### src/rtl/ptt_pkg.sv
// ptt_pkg: types, constants and state codes for the process tick timer table
// used by process_tick_timer_table; no dependencies
package ptt_pkg;

  localparam int NUM_PROC = 16;
  localparam int IDX_W = $clog2(NUM_PROC);
  localparam logic [IDX_W-1:0] LAST_IDX = IDX_W'(NUM_PROC - 1);

  localparam logic [21:0] WINDOW_US = 22'd2000000;
  localparam logic [19:0] PPM_FULL = 20'd1000000;
  localparam logic [20:0] BUSY_MAX = 21'h1FFFFF;
  localparam logic [19:0] IV_RESET = 20'd10000;

  localparam logic [1:0] ACT_TICK = 2'd0;
  localparam logic [1:0] ACT_SLEEP = 2'd1;
  localparam logic [1:0] ACT_SET = 2'd2;

  localparam logic [1:0] KIND_WAKE = 2'd0;
  localparam logic [1:0] KIND_USE = 2'd1;
  localparam logic [1:0] KIND_DONE = 2'd2;

  localparam logic [0:0] REG_IV = 1'b0;

  localparam logic [4:0] TDIV_STEPS = 5'd22;
  localparam logic [4:0] UDIV_STEPS = 5'd20;

  typedef enum logic [3:0] {
    ST_IDLE,
    ST_TDIV,
    ST_SLOT,
    ST_MUL,
    ST_DLD,
    ST_UDIV,
    ST_USE,
    ST_SLEEP,
    ST_WAKE,
    ST_EXEC,
    ST_DONE
  } state_t;

endpackage

### src/rtl/process_tick_timer_table.sv
// process_tick_timer_table: process sleep, blocked, active and busy tables with uptime
// clock; one shared restoring divider under a sequencer; depends on ptt_pkg
// a non-tick request yields only its done item; a report tick first runs 22 divider steps
// for the tick count, then each tick walks the slots (active: usage item on a report tick,
// sleep countdown, wake item at expiry), may bump the executing busy count, ends in done
// one request at a time, in idle; out_tready stalls; sync rst_n clears control, not datapath
module process_tick_timer_table (
  input  logic        clk,
  input  logic        rst_n,
  input  logic        in_tvalid,
  output logic        in_tready,
  // process[3:0] sleep_ticks[27:4] active[28] rtc_second[34:29] executing[38:35]
  // executing_valid[39]
  input  logic [39:0] in_tdata,
  // action[1:0]
  input  logic [1:0]  in_tuser,
  output logic        out_tvalid,
  input  logic        out_tready,
  // slot[3:0] usage_ppm[23:4] up_days[39:24] up_hours[44:40] up_minutes[50:45]
  // up_seconds[56:51]
  output logic [63:0] out_tdata,
  // kind[1:0]
  output logic [1:0]  out_tuser,
  output logic        out_tlast,
  input  logic        cfg_psel,
  input  logic        cfg_penable,
  input  logic        cfg_pwrite,
  input  logic [2:0]  cfg_paddr,
  input  logic [31:0] cfg_pwdata,
  output logic [31:0] cfg_prdata,
  output logic        cfg_pready
);
  import ptt_pkg::*;

  state_t state_r, state_nxt;

  logic [19:0] iv_r;
  logic [NUM_PROC-1:0] act_r, act_nxt, blk_r, blk_nxt;
  logic [23:0] sleep_r [NUM_PROC];
  logic [23:0] sleep_nxt [NUM_PROC];
  logic [20:0] busy_r [NUM_PROC];
  logic [20:0] busy_nxt [NUM_PROC];
  logic [21:0] win_r, win_nxt;
  logic [5:0]  lrtc_r, lrtc_nxt;
  logic        seen_r, seen_nxt;
  logic [5:0]  sec_r, sec_nxt, min_r, min_nxt;
  logic [4:0]  hr_r, hr_nxt;
  logic [15:0] day_r, day_nxt;
  logic        rep_r, rep_nxt;
  logic [3:0]  exe_r, exe_nxt;
  logic        exev_r, exev_nxt;
  logic [IDX_W-1:0] idx_r, idx_nxt;
  logic [21:0] ticks_r, ticks_nxt;
  logic [40:0] prod_r, prod_nxt;
  logic [22:0] rem_r, rem_nxt;
  logic [21:0] dvd_r, dvd_nxt;
  logic [21:0] dvs_r, dvs_nxt;
  logic [4:0]  cnt_r, cnt_nxt;
  logic [19:0] ppm_r, ppm_nxt;
  logic        ov_r, ov_nxt;
  logic [1:0]  okind_r, okind_nxt;
  logic [3:0]  oslot_r, oslot_nxt;
  logic [19:0] oppm_r, oppm_nxt;
  logic        olast_r, olast_nxt;
  logic [32:0] oup_r, oup_nxt;

  logic        in_acc, ofree, cfg_wr;
  logic [1:0]  i_action;
  logic [3:0]  i_proc, i_exe;
  logic [23:0] i_sticks;
  logic        i_active, i_exev;
  logic [5:0]  i_rtc;
  logic [19:0] iv_eff;
  logic [21:0] win_add;
  logic [22:0] rem_sh;
  logic        rem_ge;
  logic [22:0] rem_sub;
  logic        proc_ok, exe_ok;

  assign i_proc   = in_tdata[3:0];
  assign i_sticks = in_tdata[27:4];
  assign i_active = in_tdata[28];
  assign i_rtc    = in_tdata[34:29];
  assign i_exe    = in_tdata[38:35];
  assign i_exev   = in_tdata[39];
  assign i_action = in_tuser;

  assign in_tready = (state_r == ST_IDLE);
  assign in_acc = in_tvalid && in_tready;
  assign ofree = !ov_r || out_tready;
  assign cfg_pready = 1'b1;
  assign cfg_wr = cfg_psel && cfg_penable && cfg_pwrite;
  assign cfg_prdata = (cfg_paddr[2] == REG_IV) ? {12'd0, iv_r} : 32'd0;

  assign iv_eff = (iv_r == 20'd0) ? 20'd1 : iv_r;
  assign win_add = win_r + {2'd0, iv_eff};
  assign proc_ok = {1'b0, i_proc} < 5'(NUM_PROC);
  assign exe_ok = exev_r && ({1'b0, exe_r} < 5'(NUM_PROC));

  // shared restoring divider step
  assign rem_sh = {rem_r[21:0], dvd_r[21]};
  assign rem_ge = rem_sh >= {1'b0, dvs_r};
  assign rem_sub = rem_sh - {1'b0, dvs_r};

  assign out_tvalid = ov_r;
  assign out_tuser = okind_r;
  assign out_tlast = olast_r;
  assign out_tdata = {7'd0, oup_r, oppm_r, oslot_r};

  always_comb begin
    state_nxt = state_r;
    unique case (state_r)
      ST_IDLE: begin
        if (in_acc) begin
          if (i_action == ACT_TICK) begin
            state_nxt = (win_add >= WINDOW_US) ? ST_TDIV : ST_SLOT;
          end else begin
            state_nxt = ST_DONE;
          end
        end
      end
      ST_TDIV: if (cnt_r == 5'd1) state_nxt = ST_SLOT;
      ST_SLOT: begin
        if (!act_r[idx_r]) begin
          state_nxt = (idx_r == LAST_IDX) ? ST_EXEC : ST_SLOT;
        end else if (rep_r) begin
          state_nxt = (busy_r[idx_r] >= ticks_r[20:0] || ticks_r[21]) ?
                      ((ticks_r[21]) ? ST_MUL : ST_USE) : ST_MUL;
        end else begin
          state_nxt = ST_SLEEP;
        end
      end
      ST_MUL: state_nxt = ST_DLD;
      ST_DLD: state_nxt = ST_UDIV;
      ST_UDIV: if (cnt_r == 5'd1) state_nxt = ST_USE;
      ST_USE: if (ofree) state_nxt = ST_SLEEP;
      ST_SLEEP: begin
        if (sleep_r[idx_r] == 24'd1) begin
          state_nxt = ST_WAKE;
        end else begin
          state_nxt = (idx_r == LAST_IDX) ? ST_EXEC : ST_SLOT;
        end
      end
      ST_WAKE: if (ofree) state_nxt = (idx_r == LAST_IDX) ? ST_EXEC : ST_SLOT;
      ST_EXEC: state_nxt = ST_DONE;
      ST_DONE: if (ofree) state_nxt = ST_IDLE;
      default: state_nxt = ST_IDLE;
    endcase
  end

  always_comb begin
    act_nxt = act_r;
    blk_nxt = blk_r;
    sleep_nxt = sleep_r;
    busy_nxt = busy_r;
    win_nxt = win_r;
    lrtc_nxt = lrtc_r;
    seen_nxt = seen_r;
    sec_nxt = sec_r;
    min_nxt = min_r;
    hr_nxt = hr_r;
    day_nxt = day_r;
    rep_nxt = rep_r;
    exe_nxt = exe_r;
    exev_nxt = exev_r;
    idx_nxt = idx_r;
    ticks_nxt = ticks_r;
    prod_nxt = prod_r;
    rem_nxt = rem_r;
    dvd_nxt = dvd_r;
    dvs_nxt = dvs_r;
    cnt_nxt = cnt_r;
    ppm_nxt = ppm_r;
    ov_nxt = ov_r && !out_tready;
    okind_nxt = okind_r;
    oslot_nxt = oslot_r;
    oppm_nxt = oppm_r;
    olast_nxt = olast_r;
    oup_nxt = oup_r;
    unique case (state_r)
      ST_IDLE: begin
        if (in_acc) begin
          idx_nxt = '0;
          exe_nxt = i_exe;
          exev_nxt = i_exev;
          ticks_nxt = 22'd1;
          if (i_action == ACT_TICK) begin
            if (!seen_r) begin
              seen_nxt = 1'b1;
              lrtc_nxt = i_rtc;
            end else if (lrtc_r != i_rtc) begin
              lrtc_nxt = i_rtc;
              if (sec_r >= 6'd59) begin
                sec_nxt = '0;
                if (min_r >= 6'd59) begin
                  min_nxt = '0;
                  if (hr_r >= 5'd23) begin
                    hr_nxt = '0;
                    day_nxt = day_r + 16'd1;
                  end else begin
                    hr_nxt = hr_r + 5'd1;
                  end
                end else begin
                  min_nxt = min_r + 6'd1;
                end
              end else begin
                sec_nxt = sec_r + 6'd1;
              end
            end
            win_nxt = win_add;
            rep_nxt = win_add >= WINDOW_US;
            rem_nxt = '0;
            dvd_nxt = win_add;
            dvs_nxt = {2'd0, iv_eff};
            cnt_nxt = TDIV_STEPS;
          end else if (i_action == ACT_SLEEP) begin
            if (i_sticks != 24'd0 && proc_ok) begin
              sleep_nxt[i_proc[IDX_W-1:0]] = i_sticks;
              blk_nxt[i_proc[IDX_W-1:0]] = 1'b1;
            end
          end else if (i_action == ACT_SET) begin
            if (proc_ok) begin
              act_nxt[i_proc[IDX_W-1:0]] = i_active;
              if (i_active) begin
                sleep_nxt[i_proc[IDX_W-1:0]] = '0;
                busy_nxt[i_proc[IDX_W-1:0]] = '0;
                blk_nxt[i_proc[IDX_W-1:0]] = 1'b0;
              end
            end
          end
        end
      end
      ST_TDIV, ST_UDIV: begin
        rem_nxt = rem_ge ? rem_sub : rem_sh;
        dvd_nxt = {dvd_r[20:0], rem_ge};
        cnt_nxt = cnt_r - 5'd1;
        if (state_r == ST_TDIV && cnt_r == 5'd1) begin
          ticks_nxt = ({dvd_r[20:0], rem_ge} == 22'd0) ? 22'd1 : {dvd_r[20:0], rem_ge};
        end
        if (state_r == ST_UDIV && cnt_r == 5'd1) begin
          ppm_nxt = {dvd_r[18:0], rem_ge};
        end
      end
      ST_SLOT: begin
        ppm_nxt = PPM_FULL;
        if (!act_r[idx_r]) begin
          if (idx_r == LAST_IDX) begin
            if (rep_r) win_nxt = '0;
          end else begin
            idx_nxt = idx_r + IDX_W'(1);
          end
        end
      end
      ST_MUL: prod_nxt = {20'd0, busy_r[idx_r]} * {21'd0, PPM_FULL};
      ST_DLD: begin
        rem_nxt = {2'd0, prod_r[40:20]};
        dvd_nxt = {prod_r[19:0], 2'd0};
        dvs_nxt = ticks_r;
        cnt_nxt = UDIV_STEPS;
      end
      ST_USE: begin
        if (ofree) begin
          ov_nxt = 1'b1;
          okind_nxt = KIND_USE;
          oslot_nxt = 4'(idx_r);
          oppm_nxt = ppm_r;
          olast_nxt = 1'b0;
          oup_nxt = '0;
          busy_nxt[idx_r] = '0;
        end
      end
      ST_SLEEP: begin
        if (sleep_r[idx_r] != 24'd0) begin
          sleep_nxt[idx_r] = sleep_r[idx_r] - 24'd1;
          if (sleep_r[idx_r] == 24'd1) blk_nxt[idx_r] = 1'b0;
        end
        if (sleep_r[idx_r] != 24'd1) begin
          if (idx_r == LAST_IDX) begin
            if (rep_r) win_nxt = '0;
          end else begin
            idx_nxt = idx_r + IDX_W'(1);
          end
        end
      end
      ST_WAKE: begin
        if (ofree) begin
          ov_nxt = 1'b1;
          okind_nxt = KIND_WAKE;
          oslot_nxt = 4'(idx_r);
          oppm_nxt = '0;
          olast_nxt = 1'b0;
          oup_nxt = '0;
          if (idx_r == LAST_IDX) begin
            if (rep_r) win_nxt = '0;
          end else begin
            idx_nxt = idx_r + IDX_W'(1);
          end
        end
      end
      ST_EXEC: begin
        if (exe_ok && !blk_r[exe_r[IDX_W-1:0]] &&
            busy_r[exe_r[IDX_W-1:0]] < BUSY_MAX) begin
          busy_nxt[exe_r[IDX_W-1:0]] = busy_r[exe_r[IDX_W-1:0]] + 21'd1;
        end
      end
      ST_DONE: begin
        if (ofree) begin
          ov_nxt = 1'b1;
          okind_nxt = KIND_DONE;
          oslot_nxt = '0;
          oppm_nxt = '0;
          olast_nxt = 1'b1;
          oup_nxt = {sec_r, min_r, hr_r, day_r};
        end
      end
      default: ;
    endcase
  end

  always_ff @(posedge clk) begin
    if (!rst_n) begin
      state_r <= ST_IDLE;
      iv_r <= IV_RESET;
      act_r <= '0;
      blk_r <= '0;
      for (int i = 0; i < NUM_PROC; i++) begin
        sleep_r[i] <= '0;
        busy_r[i] <= '0;
      end
      win_r <= '0;
      lrtc_r <= '0;
      seen_r <= 1'b0;
      sec_r <= '0;
      min_r <= '0;
      hr_r <= '0;
      day_r <= '0;
      rep_r <= 1'b0;
      idx_r <= '0;
      cnt_r <= '0;
      ov_r <= 1'b0;
    end else begin
      state_r <= state_nxt;
      if (cfg_wr && cfg_paddr[2] == REG_IV) iv_r <= cfg_pwdata[19:0];
      act_r <= act_nxt;
      blk_r <= blk_nxt;
      sleep_r <= sleep_nxt;
      busy_r <= busy_nxt;
      win_r <= win_nxt;
      lrtc_r <= lrtc_nxt;
      seen_r <= seen_nxt;
      sec_r <= sec_nxt;
      min_r <= min_nxt;
      hr_r <= hr_nxt;
      day_r <= day_nxt;
      rep_r <= rep_nxt;
      idx_r <= idx_nxt;
      cnt_r <= cnt_nxt;
      ov_r <= ov_nxt;
    end
  end

  always_ff @(posedge clk) begin
    exe_r <= exe_nxt;
    exev_r <= exev_nxt;
    ticks_r <= ticks_nxt;
    prod_r <= prod_nxt;
    rem_r <= rem_nxt;
    dvd_r <= dvd_nxt;
    dvs_r <= dvs_nxt;
    ppm_r <= ppm_nxt;
    okind_r <= okind_nxt;
    oslot_r <= oslot_nxt;
    oppm_r <= oppm_nxt;
    olast_r <= olast_nxt;
    oup_r <= oup_nxt;
  end

endmodule
### config.mk
export PLATFORM = sky130hd
export DESIGN_NAME = process_tick_timer_table
export DESIGN_NICKNAME = d
export VERILOG_FILES = /design/src/rtl/ptt_pkg.sv /design/src/rtl/process_tick_timer_table.sv
export SDC_FILE = /design/constraint.sdc
export NUM_CORES = 2
export LEC_CHECK = 0
export ABC_AREA = 1
export BUFFER_PORTS_ARGS = -buffer_cell sky130_fd_sc_hd__buf_2
export CAP_MARGIN = 20
export CORE_MARGIN = 1.5
export CORE_UTILIZATION = 35
export CTS_CLUSTER_DIAMETER = 30
export DETAILED_ROUTE_END_ITERATION = 16
export PLACE_DENSITY_LB_ADDON = 0.15
export SYNTH_ARGS = -nofsm -noshare
export SYNTH_HDL_FRONTEND = slang
export SYNTH_SLANG_ARGS = --single-unit
### constraint.sdc
create_clock -name clk -period 8.4 [get_ports clk]
set_input_delay 0.84 -clock clk [delete_from_list [all_inputs] [get_ports clk]]
set_output_delay 0.84 -clock clk [all_outputs]
set_load 0.1 [all_outputs]
==> results.cfg <==
[clocking]
cts_setup_buffers = 0
clk-insertion-delay-late_ps = 950
cts_tree = yes
cts_hold_repair.buffers = 0
cts_max_level = 5
clock_sinks = 1057
ctsRootBufferMaster = sky130_fd_sc_hd__clkbuf_16
cts_made_buffers = 342
cts_resized = 0
clk_pin_slew_ps = 40
cts.path.max_buffers = 4

[job]
cap_violations = 0

[sta]
postLayoutSetupSlackWorst_ps = 830
hold_viol_final = 0
maxSlewViolCount = 0
fmax_ghz = 0.132
post-route-period-util_pct = 90.1
final_period_minus_worst_setup_slack_ps = 7570
setup_viol_count_final = 0
final.setup_skew_ps = 85.0
setup_repair_after_global_routing_missed_its_margin = no
relSlewSlack_pct = 9.39
tns_ps = 0
tightest_slew_ps = 1360

[run_status]
run_status = finished, final reports clean

[worst_setup_path]
type_of_origin_of_the_critical_path = flop
crit_required_ps = 9020
critPathKind = flop to flop
critPathArrivalTime_ps = 8190
critPathCaptureType = flop
critical_path_peak_fanout = 139

[die]
dieArea_sq_um = 210000
placementRows = 167
core-area_sq_um = 207000
initial_utilization_pct = 35.1
die_h_microns = 458
top_level_ports = 186
x_dimension_of_the_die_microns = 458

[route]
drt_first_iter_violations = 8935
final_routed_wirelength_microns = 311000
route.vias.total = 79491
remaining_drc_errors = 0
drt_pre_antenna_iters = 6
avgViaCountPerCell = 5.48
wl_per_cell_microns = 21.4
antenna_left = 0

[global_routing]
grt_start_max_net_pins = 195
global_route_wire_length_before_repair_microns = 462000
globalRoute.totalOverflow = 0
track_usage_pct = 28.4
number_of_antenna_violations_at_the_first_check_in_global_routing = 10
first_global_vias = 74167

[finish]
final_layout_size_suffix_gt1_share_pct = 8.72
final_net_count = 11915
fillCellCount = 21457
area.growth.synth_to_final_pct = 18.9

[worst_hold_path]
min_path_type = input pin to flop

[placed_design]
detailedPlacementHpwl_microns = 199000
routabilityCongestion = 0.952
pre_cts_ws_ps = 914
place.port_buffers = 151

[yosys]
synthFlopType = sky130_fd_sc_hd__dfxtp_1
synth_async_sr_flop_share_pct = 0
synth_seq_cells = 1057
ys.warnings.count = 0
postSynthCellCount = 11641
synth-edff-count = 208
synth_cell_types = 61
syn_area_sq_um = 72600
avgSynthCellArea_sq_um = 6.24
synth_sequential_area_ratio_pct = 32.0

[power_and_ir_drop]
max-vdd-ir-drop_mv = 0.580
p_leak_nw = 39.8
power-per-cell-area_nw_per_um2 = 542
==> layer usage <==
metal | share of wire (%) | GRT usage, %
met1 | 43 | 38.6
met2 | 43 | 43.5
met3 | 9.9 | 5.75
met4 | 4.1 | 12.3
met5 | 0.0048 | 0
==> state kept, by name (all words and copies together), names as in the netlist, 16 cells and up, named ones only <==
signal,cells
win_r,22
ticks_r,22
day_r,16
iv_r,20
act_r,16
oup_r,33
dvd_r,22
rem_r,22
prod_r,35
busy_r,336
sleep_r,384
dvs_r,22
ppm_r,20
oppm_r,20
==> Yosys cell counts (24+ instances only) <==
master	instances	area (sq um)
sky130_fd_sc_hd__nand3_1	384	1920
sky130_fd_sc_hd__inv_2	40	150
sky130_fd_sc_hd__edfxtp_1	208	6250
sky130_fd_sc_hd__fa_1	82	1640
sky130_fd_sc_hd__buf_2	178	891
sky130_fd_sc_hd__dfxtp_1	849	17000
sky130_fd_sc_hd__nand4_1	115	719
sky130_fd_sc_hd__inv_1	1314	4930
sky130_fd_sc_hd__xnor2_1	39	342
sky130_fd_sc_hd__a22oi_1	49	368
sky130_fd_sc_hd__o211ai_1	113	848
sky130_fd_sc_hd__buf_1	51	191
sky130_fd_sc_hd__o21ai_0	1478	7400
sky130_fd_sc_hd__clkinv_1	24	90.1
sky130_fd_sc_hd__buf_4	57	428
sky130_fd_sc_hd__clkbuf_1	488	1830
sky130_fd_sc_hd__nand2_1	2704	10100
sky130_fd_sc_hd__nor3_1	61	305
sky130_fd_sc_hd__o21ai_1	55	275
sky130_fd_sc_hd__ha_1	196	2450
sky130_fd_sc_hd__xor2_1	47	412
sky130_fd_sc_hd__a21oi_1	595	2980
sky130_fd_sc_hd__nor2_1	1998	7500
sky130_fd_sc_hd__o22ai_1	314	1960
==> cell usage in the layout (no fill, tap or decap), types with 42 or more instances in the layout <==
master                         n
sky130_fd_sc_hd__nand2_1    2700
sky130_fd_sc_hd__nor2_1     1974
sky130_fd_sc_hd__o21ai_0    1478
sky130_fd_sc_hd__inv_1      1311
sky130_fd_sc_hd__dfxtp_1     847
sky130_fd_sc_hd__a21oi_1     594
sky130_fd_sc_hd__nand3_1     384
sky130_fd_sc_hd__clkbuf_16   351
sky130_fd_sc_hd__o22ai_1     314
sky130_fd_sc_hd__edfxtp_1    208
sky130_fd_sc_hd__ha_1        196
sky130_fd_sc_hd__buf_4       170
sky130_fd_sc_hd__buf_2       151
sky130_fd_sc_hd__nand4_1     115
sky130_fd_sc_hd__o211ai_1    113
sky130_fd_sc_hd__fa_1         82
sky130_fd_sc_hd__clkinv_2     71
sky130_fd_sc_hd__o21ai_1      53
sky130_fd_sc_hd__nor3_1       53
sky130_fd_sc_hd__clkbuf_1     51
sky130_fd_sc_hd__a22oi_1      49
sky130_fd_sc_hd__clkbuf_8     46
sky130_fd_sc_hd__inv_2        42
==> cells by family after synthesis <==
| family | count (synthesis) | share of synthesized area [%] |
|---|---|---|
| buffers and inverters | 2168 | 11.9 |
| other | 2 | 0.0103 |
| adders and majority gates | 278 | 5.64 |
| and+or+nand+nor | 5354 | 29.3 |
| xor gates and xnor gates | 88 | 1.08 |
| AOI/OAI and AO/OA | 2694 | 20.0 |
| DFF | 1057 | 32.0 |
==> where the power goes <==
group | switching (mW) | internal (mW) | total [mW]
clock network | 3.67 | 8.59 | 12.3
registers | 1.05 | 7.86 | 8.91
logic | 17.4 | 8.26 | 25.6
total | 22.1 | 24.7 | 46.8
==> worst paths after layout <==
| path | to | from | cells after the start | slack [ps] |
|---|---|---|---|---|
| max | prod_r[31] | idx_r[0] | 25 | 830 |
| min reg2reg | lrtc_r[4] | lrtc_r[4] | 2 | 460 |
| max reg2reg | prod_r[31] | idx_r[0] | 25 | 830 |
| min | exe_r[0] | in_tdata[35] | 1 | 100 |
==> final cells by class <==
cell class / count / area (sq um) / share of cell area [%]
clock buffer: 448 / 9610 / 11.1
inverter: 1379 / 5200 / 6.03
sequential: 1057 / 23200 / 26.9
clock inverter: 141 / 1400 / 1.62
antenna: 7 / 17.5 / 0.0203
multi-input combinational: 8434 / 41100 / 47.6
tap: 2704 / 3380 / 3.92
timing repair buffer: 339 / 2360 / 2.73
==> stage by stage <==
stage	utilization [%]	power [mW]	hold slack (ps)	cell area, sq um	instances
after global routing	41.8	50.5	60.4	86300	14506
after global placement	36.4	33.9	444	75100	13901
after CTS	41.7	46.7	32.0	86200	14493
after floorplan	-	27.1	436	72700	11659
after detailed placement	36.4	34.2	450	75200	13904
final	41.8	46.8	98.7	86300	14509
==> critical path, stage by stage, from the launching register on <==
cell	delay [ps]
sky130_fd_sc_hd__dfxtp_4	390
sky130_fd_sc_hd__buf_12	520
sky130_fd_sc_hd__a21oi_1	150
sky130_fd_sc_hd__o21ai_0	110
sky130_fd_sc_hd__nand2_1	190
sky130_fd_sc_hd__nand2_1	160
sky130_fd_sc_hd__nand4_1	520
sky130_fd_sc_hd__inv_1	370
sky130_fd_sc_hd__fa_1	460
sky130_fd_sc_hd__inv_1	80
sky130_fd_sc_hd__fa_1	430
sky130_fd_sc_hd__fa_1	510
sky130_fd_sc_hd__fa_1	410
sky130_fd_sc_hd__ha_1	290
sky130_fd_sc_hd__inv_1	50
sky130_fd_sc_hd__fa_1	500
sky130_fd_sc_hd__inv_1	40
sky130_fd_sc_hd__ha_1	330
sky130_fd_sc_hd__nand2_1	120
sky130_fd_sc_hd__a21oi_1	50
sky130_fd_sc_hd__a211oi_1	240
sky130_fd_sc_hd__a21boi_0	320
sky130_fd_sc_hd__o21ai_0	220
sky130_fd_sc_hd__a21boi_0	330
sky130_fd_sc_hd__o21ai_0	170
sky130_fd_sc_hd__xor2_1	170
Power figures use the tool's default switching activity.
